$ cat src/sv/mma_pkg.sv
// Package with the payload types, sequencer states and fixed sizes of the moving average.
`default_nettype none

package mma_pkg;

    localparam int CHANNEL_COUNT = 6;
    localparam int SAMPLE_WIDTH  = 32;
    localparam int CH_W          = $clog2(CHANNEL_COUNT);
    localparam int ROW_WIDTH     = CHANNEL_COUNT * SAMPLE_WIDTH;
    localparam int CFG_WIDTH     = 7;
    localparam logic [CFG_WIDTH-1:0] CFG_RESET = 7'd16;

    typedef logic signed [SAMPLE_WIDTH-1:0] sample_t;
    typedef sample_t [CHANNEL_COUNT-1:0]    chan_vec_t;

    typedef struct packed {
        logic [31:0] time_ms;
        sample_t     rate_x;
        sample_t     rate_y;
        sample_t     rate_z;
        sample_t     accel_x;
        sample_t     accel_y;
        sample_t     accel_z;
    } in_item_t;

    typedef struct packed {
        logic [31:0] out_time_ms;
        sample_t     out_rate_x;
        sample_t     out_rate_y;
        sample_t     out_rate_z;
        sample_t     out_accel_x;
        sample_t     out_accel_y;
        sample_t     out_accel_z;
        logic        averaged;
    } out_item_t;

    typedef struct packed {
        logic busy;
        logic done;
    } div_status_t;

    typedef enum logic [2:0] {
        ST_IDLE,
        ST_UPDATE,
        ST_DIV_START,
        ST_DIV_WAIT,
        ST_DONE
    } seq_state_t;

    function automatic chan_vec_t in_channels(in_item_t d);
        chan_vec_t v;
        v[0] = d.rate_x;
        v[1] = d.rate_y;
        v[2] = d.rate_z;
        v[3] = d.accel_x;
        v[4] = d.accel_y;
        v[5] = d.accel_z;
        return v;
    endfunction

    function automatic out_item_t make_out(logic [31:0] t, chan_vec_t v, logic avg);
        out_item_t o;
        o.out_time_ms = t;
        o.out_rate_x  = v[0];
        o.out_rate_y  = v[1];
        o.out_rate_z  = v[2];
        o.out_accel_x = v[3];
        o.out_accel_y = v[4];
        o.out_accel_z = v[5];
        o.averaged    = avg;
        return o;
    endfunction

endpackage

`default_nettype wire

$ cat src/sv/mma_divider.sv
// Radix-2 signed divider: truncating quotient of a running sum by the window length.
`default_nettype none

module mma_divider
    import mma_pkg::*;
#(
    parameter int SUM_W = 39,
    parameter int NW    = 7
)
(
    input  wire logic                    clk,
    input  wire logic                    rst_n,
    input  wire logic                    start,
    input  wire logic signed [SUM_W-1:0] dividend,
    input  wire logic        [NW-1:0]    divisor,
    output logic signed      [SUM_W-1:0] quotient,
    output div_status_t                  status
);

    localparam int CNT_W = $clog2(SUM_W + 1);

    logic             busy_reg, busy_next;
    logic             done_reg, done_next;
    logic [CNT_W-1:0] cnt_reg, cnt_next;
    logic [SUM_W-1:0] quo_reg, quo_next;
    logic [NW-1:0]    rem_reg, rem_next;
    logic [NW-1:0]    dvs_reg, dvs_next;
    logic             neg_reg, neg_next;
    logic [NW:0]      trial;
    logic             ge;

    // The dividend register shifts out its top bit while quotient bits shift in.
    assign trial = {rem_reg, quo_reg[SUM_W-1]};
    assign ge    = (trial >= {1'b0, dvs_reg});

    always_comb
    begin
        busy_next = busy_reg;
        done_next = 1'b0;
        cnt_next  = cnt_reg;
        quo_next  = quo_reg;
        rem_next  = rem_reg;
        dvs_next  = dvs_reg;
        neg_next  = neg_reg;
        if (start)
        begin
            busy_next = 1'b1;
            cnt_next  = CNT_W'(SUM_W);
            quo_next  = dividend[SUM_W-1] ? (~dividend + 1'b1) : dividend;
            rem_next  = '0;
            dvs_next  = divisor;
            neg_next  = dividend[SUM_W-1];
        end
        else if (busy_reg)
        begin
            quo_next = {quo_reg[SUM_W-2:0], ge};
            rem_next = ge ? NW'(trial - {1'b0, dvs_reg}) : trial[NW-1:0];
            cnt_next = cnt_reg - 1'b1;
            if (cnt_reg == CNT_W'(1))
            begin
                busy_next = 1'b0;
                done_next = 1'b1;
            end
        end
    end

    always_ff @(posedge clk or negedge rst_n)
    begin
        if (!rst_n)
        begin
            busy_reg <= 1'b0;
            done_reg <= 1'b0;
            cnt_reg  <= '0;
        end
        else
        begin
            busy_reg <= busy_next;
            done_reg <= done_next;
            cnt_reg  <= cnt_next;
        end
    end

    always_ff @(posedge clk)
    begin
        quo_reg <= quo_next;
        rem_reg <= rem_next;
        dvs_reg <= dvs_next;
        neg_reg <= neg_next;
    end

    assign quotient    = neg_reg ? $signed(~quo_reg + 1'b1) : $signed(quo_reg);
    assign status.busy = busy_reg;
    assign status.done = done_reg;

endmodule

`default_nettype wire

$ cat config.mk
export PLATFORM = sky130hd
export DESIGN_NAME = mma_divider
export DESIGN_NICKNAME = d
export VERILOG_FILES = /design/src/sv/mma_pkg.sv /design/src/sv/mma_divider.sv
export SDC_FILE = /design/constraint.sdc
export NUM_CORES = 1
export LEC_CHECK = 0
export BUFFER_PORTS_ARGS = -buffer_cell sky130_fd_sc_hd__buf_4
export CORE_MARGIN = 5
export CORE_UTILIZATION = 60
export CTS_BUF_LIST = sky130_fd_sc_hd__clkbuf_4 sky130_fd_sc_hd__clkbuf_8 sky130_fd_sc_hd__clkbuf_16
export DETAILED_ROUTE_END_ITERATION = 6
export GPL_TIMING_DRIVEN = 1
export PLACE_DENSITY_LB_ADDON = 0.25
export SLEW_MARGIN = 20
export SYNTH_ARGS = -nofsm -noshare
export SYNTH_HDL_FRONTEND = slang
export SYNTH_SLANG_ARGS = --single-unit
$ cat constraint.sdc
create_clock -name clk -period 3.7 [get_ports clk]
set_clock_uncertainty 0.15 [all_clocks]
set_input_delay 0.37 -clock clk [delete_from_list [all_inputs] [get_ports clk]]
set_output_delay 0.37 -clock clk [all_outputs]
set_load 0.03 [all_outputs]
; ---- Yosys cells after proc, flatten, opt, wreduce, memory -nomap -nowiden
; Cells that the tools add are included.
[op_classes]
addsub = 4
magnitude_cmp = 1
n_eq_ne = 1
n_mux = 13
bitwise = 2
reduce_logical = 1
[op_table]
columns = operator, n
row1 = 39-bit 2-to-1 mux, 4
row2 = 39-bit by 1-bit adder with 39-bit output (second input constant), 2
row3 = 39-bit inverter, 2
row4 = 6-bit 2-to-1 mux, 2
row5 = 8-bit by 7-bit greater-or-equal comparator with 1-bit output, 1
row6 = 7-bit 2-to-1 mux, 1
row7 = 7-bit subtractor, 1
row8 = 6-bit by 1-bit equality test with 1-bit output (second input constant), 1
row9 = 1-bit 2-to-1 mux, 6
row10 = 6-bit by 1-bit subtractor with 6-bit output (second input constant), 1
row11 = 2-bit nonzero test, 1
[word_totals]
regBits = 62
inputBits = 49
output_inout_bits = 41

; ---- Logic depth before layout (Yosys ltp)
; Gate-level depths: netlist of run 1.
[depth]
depth_word = 4
depth_mapped = 9

; ---- Worst setup path before layout of run 1
; OpenSTA, ideal clock, no wires.
[synth_timing]
kind = reg2out
start = register quo_reg[0]
end = output port quotient[36]
arrival_ns = 2.347
t_required_ns = 3.180
slack_ns = 0.833
path_stages_with_launch = 8
n_path_buf = 0
path_cell_list = edfxtp_1 -> inv_1 -> ha_1 -> or4b_1 -> nor4_1 -> nand3_1 -> o41ai_1 -> xnor2_1
[synth_via]
elab_chain_len = 3
[synth_lines]
columns = item, line
row1 = "start, declared", mma_divider.sv:25  ; logic [SUM_W-1:0] quo_reg, quo_next;
row2 = "start signal, assigned", mma_divider.sv:85  ; quo_reg <= quo_next;
row3 = 39-bit inverter, mma_divider.sv:91  ; assign quotient = neg_reg ? $signed(~quo_reg + 1'b1) : $signed(quo_reg);
row4 = 39-bit by 1-bit adder with 39-bit output, mma_divider.sv:91
row5 = 39-bit 2-to-1 mux, mma_divider.sv:91
row6 = "end, declared", mma_divider.sv:16  ; output logic signed [SUM_W-1:0] quotient,
; No other way between the ends.

; ---- Worst setup path in the final report of run 1
[layout_timing]
start = register quo_reg[0]
end = output port quotient[30]
; Same word-level chain as after synthesis.

==> impl_metrics.toml, run 1 <==
[status]
outcome = "completed"

[power]
total_power_mw = 2.71
vdd_ir_drop_max_mv = 0.275
power_density_nw_per_um2 = 478
leakage_nw = 2.18

[cells_and_area]
layout.nets = 665
multi_input_comb_area_sq_um = 2740
drive_gt1_share_pct = 21.5
synthToLayoutAreaGrowth_pct = 21.1
largest_register_ffs = 39
layout_commonest_cell = "buf_4"
n_antenna_cell = 0
fillers = 587
seq_area_sq_um = 1750
layout_common_cells = "buf_4, nor2_1, edfxtp_1, xnor2_1, nand2_1"

[critical_path]
r2r.worst_path.cells = 8
r2r_end = "rem_reg[1]"
cp_cell_sequence = "inv_1, ha_1, or4b_1, nor4_1, buf_4, nand3_1, o31ai_1, xnor2_1, buf_4"
r2r_start = "quo_reg[38]"
cpMostUsedCell = "buf_4"
worstPathArrival_ns = 2.97
crit_start = "quo_reg[0]"
cp_slowest_cell = "or4b_1"
r2r_slack_ns = 1.16
critPathMaxFanout = 6
worstSetupPathType = "register to primary output"
cp.required_ns = 3.18
end_kind = "primary output"
slowest_delay_ns = 0.53
start_kind = "register"

[cts]
cts_tree = "yes"
cts.clk_slew.worst_paths_ns = 0.07
clk_latency_ns = 0.35
clock-sinks = 62
ctsLongestPathBuffers = 2
htree_levels = 3
cts_buffers = 9
cts-root-buf = "clkbuf_8"

[synth]
ys_warn_count = 0
dominantRegCellSynth = "edfxtp_1"
synth_enable_flop_cells = 47
synth_fp_nets = 585
synth_cells = 524
yosysUniqueCellTypes = 57
syn_area_sq_um = 4690
post_synth.cell_area_avg_sq_um = 8.95
ys_seq_area_share_pct = 37.3
synth_seq_cells = 62
async_reset_ff_share_pct = 12.9

[die]
die_h_um = 98.4
dieArea_sq_um = 9690
initial_core_util_pct = 61.0
rows = 32
die_w_um = 98.4
placeableCoreArea_sq_um = 7690
ios = 90

[sta]
fin_ws_ns = 0.208
max_freq_mhz = 286
hold_viol = 0
fin_crit_ns = 3.49
fin_setup_tns_ns = 0
period_share_pct = 94.4
finalSetupViolations = 0
slew_violations = 0
rsz0062_at_grt = "false"
worst_slew_pin_slew_ns = 0.817
slew_headroom_pct = 45.5

[global_routing]
grt_max_degree = 82
grt_pass1_wl_mm = 20.8
antenna_found_initial = 0
grt_pass1_vias = 4248
grt_overflow_total = 0
grt_use_total_pct = 26.5

[min_path]
hold_class = "input port to register"
hold-path-endpoint = "dvs_reg[0]"
whs_path_depth = 1
hold_start = "divisor[0]"

[run]
cap_violations = 0

[placed_design]
dpl_worst_slack_ns = 0.557
gp_congestion = 0.908
dp_hpwl_mm = 9.06
io_buffer_count = 89

[drt]
postRouteAntennaNets = 0
num_vias = 4487
route.detailed.drc = 0
viasPerCell = 6.31
firstDrtPassIters = 5
drt_iter0_markers = 410
wl_mm = 12.8
wl_per_cell_um = 18.1
what timing repair did:
item	in CTS	in global routing
resized for setup	0	2
buffers inserted	0	1
setup endpoints to repair	0	3
hold endpoints to repair	8	0
hold buffers	1	0
how the worst max path moves through the flow:
| stage | end | slack (ns) |
|---|---|---|
| finish | quotient[30] | 0.21 |
| floorplan | quotient[36] | 0.83 |
| global placement | quotient[36] | 0.59 |
| CTS | quotient[33] | 0.15 |
| detailed placement | quotient[33] | 0.56 |
| global route | quotient[36] | 0.03 |
per-layer routing:
layer,wire length (um),share of wire [%],global-route usage [%]
met5,0,0,0
met1,5230,41,36.1
met2,6010,47,42.1
met3,1290,10,4.74
met4,313,2.4,10.5
where the power goes:
| part | switching, mW | internal [mW] | total, mW |
|---|---|---|---|
| Sequential | 0.125 | 0.868 | 0.993 |
| Combinational | 0.611 | 0.442 | 1.05 |
| Clock | 0.300 | 0.369 | 0.669 |
synth_stat cells, drive strengths merged, types with 7 or more instances:
master / count / area share (%)
dfrtp: 8 / 4.3
nand2b: 7 / 0.93
nand2: 40 / 3.2
inv: 20 / 1.6
edfxtp: 47 / 30
or3: 17 / 2.3
nor4b: 7 / 1.3
mux2i: 8 / 1.7
ha: 11 / 2.9
o31ai: 18 / 2.9
dfxtp: 7 / 3.0
nor3: 11 / 1.2
o21ai: 31 / 3.3
xor2: 25 / 4.7
nand3: 7 / 0.75
nor4: 19 / 2.9
nand4: 9 / 1.2
clkbuf: 25 / 2.0
a21oi: 34 / 3.6
o41ai: 16 / 3.1
or4: 7 / 1.2
xnor2: 43 / 8.0
nor2: 53 / 4.2
layout make-up:
| class | instances | area share (%) |
|---|---|---|
| clock inverters | 4 | 0.529 |
| well taps | 102 | 2.25 |
| flip-flops and latches | 62 | 30.8 |
| multi-input cells | 411 | 48.3 |
| inverters | 20 | 1.32 |
| repair buffers | 100 | 13.3 |
| clock buffers | 12 | 3.50 |
worst max-delay path: cells and delay by family (launching register included):
| family | cells | cell delay, ns |
|---|---|---|
| buffers and inverters | 3 | 0.44 |
| DFF | 1 | 0.46 |
| adders and majority gates | 1 | 0.17 |
| AOI/OAI and AO/OA | 1 | 0.37 |
| xor gates and xnor gates | 1 | 0.16 |
| and+or+nand+nor | 3 | 1.03 |
metrics by stage:
step | cell area [sq um] | std cells | util, % | hold WS [ns]
3_3_place_gp | 5420 | 693 | 70.5 | 0.0394
2_1_floorplan | 4690 | 524 | - | -0.0756
5_1_grt | 5680 | 711 | 73.9 | 0.0286
4_1_cts | 5660 | 710 | 73.6 | 0.0328
6_report | 5680 | 711 | 73.9 | 0.0441
3_5_place_dp | 5420 | 693 | 70.5 | 0.0405
cells by family after synthesis:
family	after synthesis	share of synthesized area [%]
AND/OR/NAND/NOR	198	22.7
AO/OA/AOI/OAI	125	17.7
XOR/XNOR	68	12.7
flip-flops	62	37.3
buffers and inverters	51	4.48
adder cells (fa/ha/maj)	12	3.36
multiplexers	8	1.71
(Power assumes the default switching activity.)
==> run 2: changes to the inputs <==
Settings changed: CORE_ASPECT_RATIO set to 1.25.
==> run 2 against run 1 <==
- wire length decreased by 3.8%
- total power down 1.6%
- die area grew 0.11%
- critical path type unchanged
- critical endpoint unchanged
==> impl_metrics.toml, run 2 (synthesis results as in run 1) <==
[placed_design]
dpl.cell_count = 686
dpl_worst_slack_ns = 0.464
dpl_cell_area_sq_um = 5410
dp_hpwl_mm = 8.99
gp_congestion = 0.880
io_buffer_count = 89

[sta]
max_freq_mhz = 286
rsz0062_at_grt = "false"
fin_ws_ns = 0.207
worst_slew_pin_slew_ns = 0.883
slew_violations = 0
period_share_pct = 94.4
fin_setup_tns_ns = 0
hold_viol = 0
slew_headroom_pct = 41.1
finalSetupViolations = 0
holdWs_ns = 0.0388
fin_crit_ns = 3.49

[cells_and_area]
drive_gt1_share_pct = 21.7
synthToLayoutAreaGrowth_pct = 20.6
layout_commonest_cell = "buf_4"
largest_register_ffs = 39
layout.nets = 665
fin_area_sq_um = 5660
n_antenna_cell = 0
layout_common_cells = "buf_4, nor2_1, edfxtp_1, xnor2_1, nand2_1"
fillers = 592
instances_no_fill = 704

[die]
rows = 36
die_h_um = 109
die_w_um = 89.1
dieArea_sq_um = 9700
initial_core_util_pct = 60.9
placeableCoreArea_sq_um = 7700
ios = 90

[power]
power_density_nw_per_um2 = 472
intPower_mw = 1.64
vdd_ir_drop_max_mv = 0.380
combPwrFrac_pct = 39.4
swShare_pct = 38.7
leakage_nw = 2.17
sequentialPowerShare_pct = 37.2
p_switching_mw = 1.03
clkPwrFrac_pct = 23.4

[cts]
cts_tree = "yes"
clk_latency_ns = 0.35
clock-sinks = 62
cts_buffers = 9
htree_levels = 3
ctsLongestPathBuffers = 2
cts-root-buf = "clkbuf_8"
cts.clk_slew.worst_paths_ns = 0.07

[critical_path]
cpMostUsedCell = "buf_4"
critPathMaxFanout = 6
cp.required_ns = 3.18
start_kind = "register"
cp_slowest_cell = "or4b_1"
worstPathArrival_ns = 2.97
end_kind = "primary output"
cp_cell_sequence = "inv_1, ha_1, or4b_1, nor4_1, buf_4, nand3_2, o31ai_1, xnor2_1, buf_4"
worstSetupPathType = "register to primary output"
slowest_delay_ns = 0.55

[drt]
postRouteAntennaNets = 0
wl_mm = 12.3
wl_per_cell_um = 17.5
drt_iter0_markers = 402
route.detailed.drc = 0
viasPerCell = 6.31
firstDrtPassIters = 7
num_vias = 4441

[global_routing]
antenna_found_initial = 0
grt_use_total_pct = 26.1
grt_pass1_vias = 4105
grt_pass1_wl_mm = 19.7
grt_max_degree = 83
grt_overflow_total = 0

[status]
outcome = "completed"

[min_path]
hold_class = "input port to register"

[run]
cap_violations = 0
run 2: changes by cell type in the layout (fill, tap and decap cells not counted), sizes merged:
| cell | delta |
|---|---|
| inv | +1 |
| clkbuf | -1 |
run 2: repair_timing:
item	4_1_cts	5_1_grt
hold buffers	1	0
buffers inserted	0	1
gates resized for setup	0	3
hold endpoints to repair	8	0
endpoints found under the setup margin	0	9
run 2: final timing paths:
check                            start      endpoint  slack (ns)  cells after the start
setup / recovery            quo_reg[1]  quotient[30]        0.21                      9
hold / removal              divisor[6]    dvs_reg[6]        0.04                      1
setup reg to reg           quo_reg[38]    rem_reg[1]        1.25                      8
hold reg to reg             rem_reg[6]    rem_reg[6]        0.32                      1
max in group asynchronous        rst_n    cnt_reg[5]        3.06                      2
min in group asynchronous        rst_n      busy_reg        0.21                      2
run 2: layer usage:
layer / track usage, % / routed length, um / vias to the layer above
li1: - / - / 2115
met1: 33.0 / 4690 / 2081
met2: 44.2 / 6280 / 209
met3: 4.99 / 988 / 36
met4: 9.04 / 391 / 0
met5: 0 / 0 / -
run 2: through the flow:
step | power, mW | utilization (%)
6_report | 2.67 | 73.4
5_1_grt | 2.81 | 73.4
4_1_cts | 2.66 | 73.1
3_5_place_dp | 2.04 | 70.2
3_3_place_gp | 2.01 | 70.2
2_1_floorplan | 1.69 | -
run 2: final cells by class:
cell class,count,area (sq um),area share (%)
clock buffer,11,174,3.07
clock inverter,5,35.0,0.619
inverter,20,75.1,1.33
multi-input combinational,411,2750,48.6
sequential,62,1750,31.0
tap,95,119,2.10
timing repair buffer,100,753,13.3
run 2: worst max-delay path: cells and delay by family, from the launching register on:
family | cells | cell delay, ns
AO/OA/AOI/OAI | 1 | 0.32
XOR/XNOR | 1 | 0.17
adder cells (fa/ha/maj) | 1 | 0.18
buffers and inverters | 3 | 0.49
flip-flops | 1 | 0.44
AND/OR/NAND/NOR | 3 | 1.04
run 2: power by group through the flow:
stage / logic (mW) / clock network [mW] / registers, mW
2_1_floorplan: 0.733 / 0 / 0.961
3_3_place_gp: 1.02 / 0 / 0.995
3_5_place_dp: 1.03 / 0 / 1.00
4_1_cts: 1.05 / 0.629 / 0.989
5_1_grt: 1.14 / 0.662 / 1.01
6_report: 1.05 / 0.624 / 0.995
